===== src/design/onewire_temp_read_sequencer_macros.svh =====
// ----------------------------------------------------------------------------
// Assertion macros for the one-wire temperature read sequencer
// Short forms for clocked implications with an active-low reset.
// ----------------------------------------------------------------------------
`ifndef ONEWIRE_TEMP_READ_SEQUENCER_MACROS_SVH
`define ONEWIRE_TEMP_READ_SEQUENCER_MACROS_SVH

// Consequent must hold in the same cycle as the antecedent.
`define OWTS_ASSERT_SAME(label, ante, cons) \
  label: assert property (@(posedge clk_i) disable iff (!rst_ni) (ante) |-> (cons)) \
    else $error("same-cycle check failed");

// Consequent must hold in the cycle after the antecedent.
`define OWTS_ASSERT_NEXT(label, ante, cons) \
  label: assert property (@(posedge clk_i) disable iff (!rst_ni) (ante) |=> (cons)) \
    else $error("next-cycle check failed");

`endif


===== src/design/owts_pkg.sv =====
// ----------------------------------------------------------------------------
// owts_pkg
// Types, codes and constants shared by the temperature read sequencer.
// ----------------------------------------------------------------------------
package owts_pkg;

  localparam int unsigned ScratchLen = 9;
  localparam int unsigned CntW       = $clog2(ScratchLen + 1);

  localparam logic [7:0] CMD_SKIP    = 8'hCC;
  localparam logic [7:0] CMD_CONVERT = 8'h44;
  localparam logic [7:0] CMD_READ    = 8'hBE;
  localparam logic [7:0] CRC_POLY    = 8'h8C;

  localparam logic signed [15:0] POWER_ON_RAW = 16'sh0550;

  typedef enum logic [1:0] {
    OP_NONE  = 2'd0,
    OP_RESET = 2'd1,
    OP_WRITE = 2'd2,
    OP_READ  = 2'd3
  } bus_op_e;

  typedef enum logic [2:0] {
    REG_ENABLE      = 3'd0,
    REG_SAMPLE      = 3'd1,
    REG_CONV_WAIT   = 3'd2,
    REG_RETRY_WAIT  = 3'd3,
    REG_STALE_AFTER = 3'd4,
    REG_MIN_TEMP    = 3'd5,
    REG_MAX_TEMP    = 3'd6
  } cfg_idx_e;

  typedef enum logic [9:0] {
    ST_IDLE       = 10'b00_0000_0001,
    ST_CONV_RESET = 10'b00_0000_0010,
    ST_CONV_SKIP  = 10'b00_0000_0100,
    ST_CONV_CMD   = 10'b00_0000_1000,
    ST_CONV_WAIT  = 10'b00_0001_0000,
    ST_READ_RESET = 10'b00_0010_0000,
    ST_READ_SKIP  = 10'b00_0100_0000,
    ST_READ_CMD   = 10'b00_1000_0000,
    ST_READ_BYTES = 10'b01_0000_0000,
    ST_BACKOFF    = 10'b10_0000_0000
  } seq_state_e;

  typedef struct packed {
    logic               enable;
    logic [31:0]        sample_period_ms;
    logic [31:0]        conversion_wait_ms;
    logic [31:0]        retry_wait_ms;
    logic [31:0]        stale_after_ms;
    logic signed [11:0] min_temp_sixteenths;
    logic signed [11:0] max_temp_sixteenths;
  } cfg_t;

  typedef struct packed {
    bus_op_e            bus_op;
    logic [7:0]         write_value;
    logic [3:0]         phase;
    logic               temp_valid;
    logic signed [15:0] temperature;
    logic [31:0]        crc_error_count;
    logic [31:0]        bus_error_count;
  } res_t;

  typedef struct packed {
    logic       clear;
    logic       start;
    logic [7:0] data;
  } crc_ctl_t;

  typedef struct packed {
    logic       busy;
    logic [7:0] value;
  } crc_sts_t;

  // Numeric phase as reported on the result stream.
  function automatic logic [3:0] phase_code(seq_state_e st);
    logic [3:0] code;
    code = 4'd0;
    unique case (st)
      ST_IDLE:       code = 4'd0;
      ST_CONV_RESET: code = 4'd1;
      ST_CONV_SKIP:  code = 4'd2;
      ST_CONV_CMD:   code = 4'd3;
      ST_CONV_WAIT:  code = 4'd4;
      ST_READ_RESET: code = 4'd5;
      ST_READ_SKIP:  code = 4'd6;
      ST_READ_CMD:   code = 4'd7;
      ST_READ_BYTES: code = 4'd8;
      ST_BACKOFF:    code = 4'd9;
      default:       code = 4'd0;
    endcase
    return code;
  endfunction

endpackage


===== src/design/owts_crc.sv =====
// ----------------------------------------------------------------------------
// owts_crc
// Bit-serial reflected CRC-8, one data bit per clock cycle.
// ----------------------------------------------------------------------------
module owts_crc (
  input  logic              clk_i,
  input  logic              rst_ni,
  input  owts_pkg::crc_ctl_t ctl_i,
  output owts_pkg::crc_sts_t sts_o
);
  import owts_pkg::*;

  logic [7:0] crc_q, crc_d;
  logic [7:0] shift_q, shift_d;
  logic [2:0] bit_q, bit_d;
  logic       busy_q, busy_d;
  logic       mix;

  always_comb begin
    crc_d   = crc_q;
    shift_d = shift_q;
    bit_d   = bit_q;
    busy_d  = busy_q;
    mix     = crc_q[0] ^ shift_q[0];
    if (ctl_i.clear) begin
      crc_d = 8'h00;
    end else if (ctl_i.start) begin
      shift_d = ctl_i.data;
      bit_d   = 3'd0;
      busy_d  = 1'b1;
    end else if (busy_q) begin
      crc_d   = {1'b0, crc_q[7:1]} ^ (mix ? CRC_POLY : 8'h00);
      shift_d = {1'b0, shift_q[7:1]};
      bit_d   = bit_q + 3'd1;
      if (bit_q == 3'd7) begin
        busy_d = 1'b0;
      end
    end
  end

  always_ff @(posedge clk_i or negedge rst_ni) begin
    if (!rst_ni) begin
      crc_q  <= 8'h00;
      bit_q  <= 3'd0;
      busy_q <= 1'b0;
    end else begin
      crc_q  <= crc_d;
      bit_q  <= bit_d;
      busy_q <= busy_d;
    end
  end

  always_ff @(posedge clk_i) begin
    shift_q <= shift_d;
  end

  assign sts_o.busy  = busy_q;
  assign sts_o.value = crc_q;

endmodule


===== src/design/owts_seq.sv =====
// ----------------------------------------------------------------------------
// owts_seq
// Measurement sequencer: timers, bus commands, scratchpad check, counters.
// ----------------------------------------------------------------------------
`include "onewire_temp_read_sequencer_macros.svh"

module owts_seq (
  input  logic           clk_i,
  input  logic           rst_ni,
  input  logic           step_i,
  input  logic [31:0]    now_ms_i,
  input  logic           presence_i,
  input  logic [7:0]     read_value_i,
  input  owts_pkg::cfg_t cfg_i,
  output logic           busy_o,
  output owts_pkg::res_t res_o
);
  import owts_pkg::*;

  localparam logic [CntW-1:0] LastIdx = CntW'(ScratchLen - 1);

  seq_state_e         state_q, state_d;
  logic [CntW-1:0]    cnt_q, cnt_d;
  logic [31:0]        cycle_start_q, cycle_start_d;
  logic [31:0]        conv_start_q, conv_start_d;
  logic [31:0]        backoff_q, backoff_d;
  logic [31:0]        last_good_q, last_good_d;
  logic               have_q, have_d;
  logic signed [15:0] temp_q, temp_d;
  logic [31:0]        crc_err_q, crc_err_d;
  logic [31:0]        bus_err_q, bus_err_d;
  logic [7:0]         scr_lo_q, scr_lo_d;
  logic [7:0]         scr_hi_q, scr_hi_d;

  bus_op_e            op;
  logic [7:0]         wv;
  crc_ctl_t           crc_ctl;
  crc_sts_t           crc_sts;
  logic signed [15:0] raw;
  logic signed [15:0] min16;
  logic signed [15:0] max16;
  logic               in_range;
  logic               power_on;

  owts_crc u_crc (
    .clk_i  (clk_i),
    .rst_ni (rst_ni),
    .ctl_i  (crc_ctl),
    .sts_o  (crc_sts)
  );

  assign raw      = {scr_hi_q, scr_lo_q};
  assign min16    = {{4{cfg_i.min_temp_sixteenths[11]}}, cfg_i.min_temp_sixteenths};
  assign max16    = {{4{cfg_i.max_temp_sixteenths[11]}}, cfg_i.max_temp_sixteenths};
  assign in_range = (raw >= min16) && (raw <= max16);
  assign power_on = (raw == POWER_ON_RAW) && !have_q;

  always_comb begin
    state_d       = state_q;
    cnt_d         = cnt_q;
    cycle_start_d = cycle_start_q;
    conv_start_d  = conv_start_q;
    backoff_d     = backoff_q;
    last_good_d   = last_good_q;
    have_d        = have_q;
    temp_d        = temp_q;
    crc_err_d     = crc_err_q;
    bus_err_d     = bus_err_q;
    scr_lo_d      = scr_lo_q;
    scr_hi_d      = scr_hi_q;
    op            = OP_NONE;
    wv            = 8'h00;
    crc_ctl       = '0;

    if (step_i && cfg_i.enable) begin
      unique case (state_q) inside
        ST_IDLE: begin
          if ((now_ms_i - cycle_start_q) >= cfg_i.sample_period_ms) begin
            cycle_start_d = now_ms_i;
            state_d       = ST_CONV_RESET;
          end
        end
        ST_CONV_RESET, ST_READ_RESET: begin
          op = OP_RESET;
          if (presence_i) begin
            state_d = (state_q == ST_CONV_RESET) ? ST_CONV_SKIP : ST_READ_SKIP;
          end else begin
            bus_err_d = bus_err_q + 32'd1;
            backoff_d = now_ms_i;
            state_d   = ST_BACKOFF;
          end
        end
        ST_CONV_SKIP, ST_READ_SKIP: begin
          op      = OP_WRITE;
          wv      = CMD_SKIP;
          state_d = (state_q == ST_CONV_SKIP) ? ST_CONV_CMD : ST_READ_CMD;
        end
        ST_CONV_CMD: begin
          op           = OP_WRITE;
          wv           = CMD_CONVERT;
          conv_start_d = now_ms_i;
          state_d      = ST_CONV_WAIT;
        end
        ST_CONV_WAIT: begin
          if ((now_ms_i - conv_start_q) >= cfg_i.conversion_wait_ms) begin
            state_d = ST_READ_RESET;
          end
        end
        ST_READ_CMD: begin
          op            = OP_WRITE;
          wv            = CMD_READ;
          cnt_d         = '0;
          crc_ctl.clear = 1'b1;
          state_d       = ST_READ_BYTES;
        end
        ST_READ_BYTES: begin
          op    = OP_READ;
          cnt_d = cnt_q + 1'b1;
          if (cnt_q == '0) begin
            scr_lo_d = read_value_i;
          end
          if (cnt_q == CntW'(1)) begin
            scr_hi_d = read_value_i;
          end
          if (cnt_q == LastIdx) begin
            // The last byte carries the check value for all earlier bytes.
            state_d = ST_IDLE;
            if (crc_sts.value != read_value_i) begin
              crc_err_d = crc_err_q + 32'd1;
            end else if (!power_on && in_range) begin
              temp_d      = raw;
              have_d      = 1'b1;
              last_good_d = now_ms_i;
            end
          end else begin
            crc_ctl.start = 1'b1;
            crc_ctl.data  = read_value_i;
          end
        end
        ST_BACKOFF: begin
          if ((now_ms_i - backoff_q) >= cfg_i.retry_wait_ms) begin
            state_d = ST_IDLE;
          end
        end
        default: begin
          state_d = ST_IDLE;
        end
      endcase
    end
  end

  always_comb begin
    res_o.bus_op          = op;
    res_o.write_value     = wv;
    res_o.phase           = phase_code(state_d);
    res_o.temp_valid      = have_d && ((now_ms_i - last_good_d) <= cfg_i.stale_after_ms);
    res_o.temperature     = temp_d;
    res_o.crc_error_count = crc_err_d;
    res_o.bus_error_count = bus_err_d;
  end

  assign busy_o = crc_sts.busy;

  always_ff @(posedge clk_i or negedge rst_ni) begin
    if (!rst_ni) begin
      state_q       <= ST_IDLE;
      cnt_q         <= '0;
      cycle_start_q <= 32'd0;
      conv_start_q  <= 32'd0;
      backoff_q     <= 32'd0;
      last_good_q   <= 32'd0;
      have_q        <= 1'b0;
      temp_q        <= 16'sd0;
      crc_err_q     <= 32'd0;
      bus_err_q     <= 32'd0;
    end else begin
      state_q       <= state_d;
      cnt_q         <= cnt_d;
      cycle_start_q <= cycle_start_d;
      conv_start_q  <= conv_start_d;
      backoff_q     <= backoff_d;
      last_good_q   <= last_good_d;
      have_q        <= have_d;
      temp_q        <= temp_d;
      crc_err_q     <= crc_err_d;
      bus_err_q     <= bus_err_d;
    end
  end

  // Scratchpad bytes are always written before they are used.
  always_ff @(posedge clk_i) begin
    scr_lo_q <= scr_lo_d;
    scr_hi_q <= scr_hi_d;
  end

  `OWTS_ASSERT_SAME(a_no_step_while_crc_busy, step_i, !crc_sts.busy)
  `OWTS_ASSERT_SAME(a_byte_count_in_range, state_q == ST_READ_BYTES, cnt_q <= LastIdx)
  `OWTS_ASSERT_SAME(a_crc_start_only_reading, crc_ctl.start, state_q == ST_READ_BYTES)
  `OWTS_ASSERT_NEXT(a_bus_err_only_on_step, !step_i, $stable(bus_err_q))

endmodule


===== src/design/onewire_temp_read_sequencer.sv =====
// Each result item is registered when its input item is accepted.
// Throughput: one item per cycle while output is not stalled, except scratchpad
// bytes before the last, which stall the next item while the bit-serial CRC runs.
// Reset: sequencer idle, timers and error counters zero, no reading held, the
// configuration registers at their defaults; no clearing pass is needed.
// ----------------------------------------------------------------------------
// onewire_temp_read_sequencer
// Top level: stream ports, configuration registers and the result register.
// ----------------------------------------------------------------------------
module onewire_temp_read_sequencer (
  input  logic        clk_i,
  input  logic        rst_ni,
  input  logic        s_axis_tvalid,
  output logic        s_axis_tready,
  // now_ms[31:0], presence[32], read_value[40:33], zero fill [47:41]
  input  logic [47:0] s_axis_tdata,
  output logic        m_axis_tvalid,
  input  logic        m_axis_tready,
  // bus_op[1:0], write_value[9:2], phase[13:10], temp_valid[14],
  // temperature[30:15], crc_error_count[62:31], bus_error_count[94:63], zero [95]
  output logic [95:0] m_axis_tdata,
  input  logic        cfg_we_i,
  input  logic [2:0]  cfg_addr_i,
  input  logic [31:0] cfg_wdata_i
);
  import owts_pkg::*;

  cfg_t  cfg_q, cfg_d;
  res_t  res;
  res_t  res_q;
  logic  m_valid_q, m_valid_d;
  logic  busy;
  logic  step;

  assign s_axis_tready = !busy && (!m_valid_q || m_axis_tready);
  assign step          = s_axis_tvalid && s_axis_tready;

  owts_seq u_seq (
    .clk_i        (clk_i),
    .rst_ni       (rst_ni),
    .step_i       (step),
    .now_ms_i     (s_axis_tdata[31:0]),
    .presence_i   (s_axis_tdata[32]),
    .read_value_i (s_axis_tdata[40:33]),
    .cfg_i        (cfg_q),
    .busy_o       (busy),
    .res_o        (res)
  );

  always_comb begin
    cfg_d = cfg_q;
    if (cfg_we_i) begin
      unique case (cfg_addr_i)
        REG_ENABLE:      cfg_d.enable              = cfg_wdata_i[0];
        REG_SAMPLE:      cfg_d.sample_period_ms    = cfg_wdata_i;
        REG_CONV_WAIT:   cfg_d.conversion_wait_ms  = cfg_wdata_i;
        REG_RETRY_WAIT:  cfg_d.retry_wait_ms       = cfg_wdata_i;
        REG_STALE_AFTER: cfg_d.stale_after_ms      = cfg_wdata_i;
        REG_MIN_TEMP:    cfg_d.min_temp_sixteenths = cfg_wdata_i[11:0];
        REG_MAX_TEMP:    cfg_d.max_temp_sixteenths = cfg_wdata_i[11:0];
        default: ;
      endcase
    end
  end

  always_comb begin
    m_valid_d = m_valid_q;
    if (step) begin
      m_valid_d = 1'b1;
    end else if (m_axis_tready) begin
      m_valid_d = 1'b0;
    end
  end

  always_ff @(posedge clk_i or negedge rst_ni) begin
    if (!rst_ni) begin
      cfg_q.enable              <= 1'b1;
      cfg_q.sample_period_ms    <= 32'd2000;
      cfg_q.conversion_wait_ms  <= 32'd750;
      cfg_q.retry_wait_ms       <= 32'd1000;
      cfg_q.stale_after_ms      <= 32'd10000;
      cfg_q.min_temp_sixteenths <= -12'sd880;
      cfg_q.max_temp_sixteenths <= 12'sd2000;
      m_valid_q                 <= 1'b0;
    end else begin
      cfg_q     <= cfg_d;
      m_valid_q <= m_valid_d;
    end
  end

  always_ff @(posedge clk_i) begin
    if (step) begin
      res_q <= res;
    end
  end

  assign m_axis_tvalid = m_valid_q;
  assign m_axis_tdata  = {1'b0, res_q.bus_error_count, res_q.crc_error_count,
                          res_q.temperature, res_q.temp_valid, res_q.phase,
                          res_q.write_value, res_q.bus_op};

endmodule


===== config.mk =====
export PLATFORM = sky130hd
export DESIGN_NAME = onewire_temp_read_sequencer
export DESIGN_NICKNAME = d
export VERILOG_FILES = /design/src/design/owts_pkg.sv /design/src/design/owts_crc.sv /design/src/design/owts_seq.sv /design/src/design/onewire_temp_read_sequencer.sv
export VERILOG_INCLUDE_DIRS = /design/src /design/src/design
export SDC_FILE = /design/constraint.sdc
export NUM_CORES = 1
export LEC_CHECK = 0
export ABC_CLOCK_PERIOD_IN_PS = 7450
export BUFFER_PORTS_ARGS = -buffer_cell sky130_fd_sc_hd__buf_2
export CAP_MARGIN = 15
export CELL_PAD_IN_SITES_DETAIL_PLACEMENT = 1
export CELL_PAD_IN_SITES_GLOBAL_PLACEMENT = 1
export CORE_UTILIZATION = 40
export DETAILED_ROUTE_END_ITERATION = 8
export GPL_TIMING_DRIVEN = 0
export MAX_ROUTING_LAYER = met4
export PLACE_DENSITY_LB_ADDON = 0.1
export SETUP_SLACK_MARGIN = 0.15
export SYNTH_ARGS = -nofsm -noshare
export SYNTH_HDL_FRONTEND = slang
export SYNTH_SLANG_ARGS = --single-unit

===== constraint.sdc =====
create_clock -name clk_i -period 7.45 [get_ports clk_i]
set_input_delay 0.3725 -clock clk_i [delete_from_list [all_inputs] [get_ports clk_i]]
set_output_delay 0.3725 -clock clk_i [all_outputs]
set_load 0.01 [all_outputs]

==> metrics <==
clock latency reported for the late side of the worst-skew pair 0.66 ns; hold crit path type in -> reg; layer with the highest usage after global routing met2; depth of the CTS H-tree 2; GR met2 Demand/Resource 39.5%; number of endpoints failing setup at the final stage 0; Horiz. Die Dim 273 µm; clk slew on worst S/H paths 0.06 ns; data required time of the critical path 7.96 ns; library cell with the highest instance count after synthesis sky130_fd_sc_hd__dfrtp_1; routing usage on met3 2.89%; Yosys warnings 0; worst slew margin relative to its limit 7.17%; remaining antenna violation count 0; via count 22520; Final Hold Vio Count 0; layout cell share with drive strength beyond 1 16.4%; area added between synthesis and finish 16.9%; cell accounting for the most synthesized area sky130_fd_sc_hd__dfrtp_1; time the worst path needs with I/O delays and setup 7.10 ns; share of the core filled with cells 47.6%; Critical Path AT 7.61 ns; Post-Route WL 84.0 mm; total die area 74300 µm²; DR iter-0 viols 984; number of clock sinks seen by CTS 504; Fillers 8046; worst slack at placement -0.951 ns; part of the cycle the worst path needs 95.3%; fraction of registers with async set or reset after synthesis 77.2%; GPL Wtd Cong 0.864; overall overflow remaining after global route 0; Final #Nets 3604; setup repair after global routing missed its margin false; register bit count reported by yosys 504; cell count after synthesis 2946; critical path peak fanout 7; final standard cell count with taps included and fillers excluded 4225; wire length of the first global-routing pass 133 mm; max-capacitance violation count 0; worst setup slack after layout 0.352 ns; Final Max Tran Viols 0; cell with the most instances on the worst path sky130_fd_sc_hd__a21o_1; maximum clock frequency 0.141 GHz; most numerous cell types in the synthesized netlist sky130_fd_sc_hd__dfrtp_1 (353), sky130_fd_sc_hd__nand2_1 (322), sky130_fd_sc_hd__inv_1 (311); post-synth design cell area 29300 µm²; sequential area share after synthesis 45.2%; number of search-and-repair iterations in the first detailed-routing pass 5; maximum single-stage delay on the critical path 0.53 ns; number of flops mapped to enable cells by yosys 115; CTS Root Cell sky130_fd_sc_hd__clkbuf_16; Floorplan Core Area 72000 µm²; peak supply drop 0.208 mV; Leakage 16.0 nW; Power Dens Cells 284 nW/µm²; I/O pin cnt 186; top flip-flop cell by instance count after synthesis sky130_fd_sc_hd__dfrtp_1; via count of the first global-routing pass 24269; slew at the pin closest to its max-slew limit 1.38 ns; overall power after layout 9.72 mW; total routing resource utilization after global routing 23.5%; Area contributors post-synth sky130_fd_sc_hd__dfrtp_1 (30%), sky130_fd_sc_hd__ha_1 (12%), sky130_fd_sc_hd__edfxtp_1 (12%); nature of the critical path startpoint flop; CTS tree yes; critical path capture point type flop; run status complete, no violations; post-synthesis area per instance 9.94 µm²; number of buffers created by CTS 60; final worst clock skew 0.0418 ns; pin count of the biggest net entering global routing 115; met1 layer usage reported by global route 29.4%; DP HPWL 64.0 mm; Clock Path Buffers 3; Routed wire per std cell 19.9 µm; # port buffers 173; DRC 0; vias per cell 5.33; Yosys top cell area share 30.2%; number of core rows 98; chip height 273 µm; cell with the biggest individual delay on the critical path sky130_fd_sc_hd__dfstp_2; number of instances in the placed design 4078; antenna violations before repair 2; initial standard-cell utilization of the core 40.7%; worst setup path class reg -> reg; number of library cell types mapped by synthesis 94
-- cells by family (layout without fill, tap and decap cells) --
kind of cell             count (synthesis)  count (layout)  synth area share [%]
AO/OA/AOI/OAI                          656             656                  13.6
XOR/XNOR                               184             184                  5.50
adder cells (fa/ha/maj)                295             295                  12.7
buffers and inverters                  398             724                  5.31
flip-flops                             504             504                  45.2
multiplexers                           130             130                  4.93
other                                    1               4                0.0128
AND/OR/NAND/NOR                        778             778                  12.7
-- layout by cell type, fill, tap and decap left out, types with 19 or more instances in the layout --
master | synthesis | final
sky130_fd_sc_hd__dfstp_2 | 36 | 36
sky130_fd_sc_hd__dfrtp_1 | 353 | 353
sky130_fd_sc_hd__clkbuf_16 | 0 | 61
sky130_fd_sc_hd__nand2b_1 | 23 | 23
sky130_fd_sc_hd__nand2_1 | 322 | 321
sky130_fd_sc_hd__o21ai_0 | 270 | 268
sky130_fd_sc_hd__a31oi_1 | 20 | 19
sky130_fd_sc_hd__xor2_1 | 72 | 71
sky130_fd_sc_hd__clkbuf_1 | 51 | 63
sky130_fd_sc_hd__nand3_1 | 64 | 63
sky130_fd_sc_hd__a21oi_1 | 143 | 140
sky130_fd_sc_hd__nor2_1 | 134 | 132
sky130_fd_sc_hd__nor2b_1 | 25 | 24
sky130_fd_sc_hd__and3_1 | 29 | 29
sky130_fd_sc_hd__edfxtp_1 | 115 | 115
sky130_fd_sc_hd__xnor2_1 | 112 | 109
sky130_fd_sc_hd__nand4_1 | 47 | 47
sky130_fd_sc_hd__buf_4 | 8 | 26
sky130_fd_sc_hd__o21a_1 | 28 | 28
sky130_fd_sc_hd__inv_1 | 311 | 310
sky130_fd_sc_hd__buf_2 | 7 | 177
sky130_fd_sc_hd__ha_1 | 291 | 291
sky130_fd_sc_hd__nor3_1 | 50 | 49
sky130_fd_sc_hd__a21o_1 | 65 | 65
sky130_fd_sc_hd__mux2_2 | 103 | 103
-- flip-flops by register name, indices dropped and copies added (netlist names), 32 cells and up --
signal / cells
cfg_q: 153
m_axis_tdata: 91
u_seq.backoff_q: 32
u_seq.conv_start_q: 32
u_seq.crc_err_q: 32
u_seq.bus_err_q: 32
u_seq.last_good_q: 32
u_seq.cycle_start_q: 32
-- layout make-up --
class                   count  area, µm²  share of cell area [%]
clock inverters            24        347                    1.01
diodes                      2       5.00                  0.0146
inverters                 321       1210                    3.53
clock buffers              90       1780                    5.21
multi-input cells        2045      14700                    43.1
flip-flops and latches    504      13200                    38.7
plain buffers              77        383                    1.12
repair buffers            212       1340                    3.90
well taps                 950       1190                    3.47
-- worst paths after layout --
path	from	end	slack, ns	depth (start not counted)
worst max register to register	cfg_q[9]	m_axis_tdata[14]	0.35	32
worst max-delay path	cfg_q[9]	m_axis_tdata[14]	0.35	32
min in group asynchronous	rst_ni	u_seq.temp_q[2]	0.32	2
worst min register to register	u_seq.bus_err_q[31]	u_seq.bus_err_q[31]	0.48	1
max in group asynchronous	rst_ni	u_seq.backoff_q[23]	5.58	4
worst min-delay path	cfg_wdata_i[23]	cfg_q[111]	0.05	3
-- per-layer routing --
layer  routed length (µm)  share of wire, %
met5                    0                 0
met4                 2430               2.9
met3                 2330               2.8
met2                41100                49
met1                38100                45
-- what timing repair did --
item	CTS	global route
hold buffers	9	0
hold endpoints to repair	84	0
setup buffers	6	15
cloned	0	1
pin swaps	8	17
setup endpoints to repair	1	5
resized for setup	22	36
-- through the flow --
stage / hold slack [ns] / cell area [µm²] / TNS, ns
final: 0.0460 / 34200 / 0
after global routing: 0.0391 / 34200 / 0
after CTS: 0.00690 / 33900 / 0
after detailed placement: 0.420 / 31600 / -0.951
after global placement: 0.454 / 31300 / -701.24
after floorplan: 0.0769 / 29300 / 0
-- where the power goes --
part	switching [mW]	total (mW)	internal [mW]	leakage, nW
Combinational	1.94	3.28	1.34	9.15
Clock	1.24	3.11	1.87	1.03
Sequential	0.123	3.33	3.21	5.79
Total	3.31	9.72	6.42	16.0
-- critical path: cells and delay by family, from the launching register on --
family                   cells  cell delay (ns)
buffers and inverters        5             0.60
AO/OA/AOI/OAI               20             4.12
flip-flops                   1             0.53
AND/OR/NAND/NOR              2             0.51
XOR/XNOR                     1             0.13
multiplexers                 1             0.23
adder cells (fa/ha/maj)      3             0.82
No activity file was read; power rests on OpenSTA's default activity.
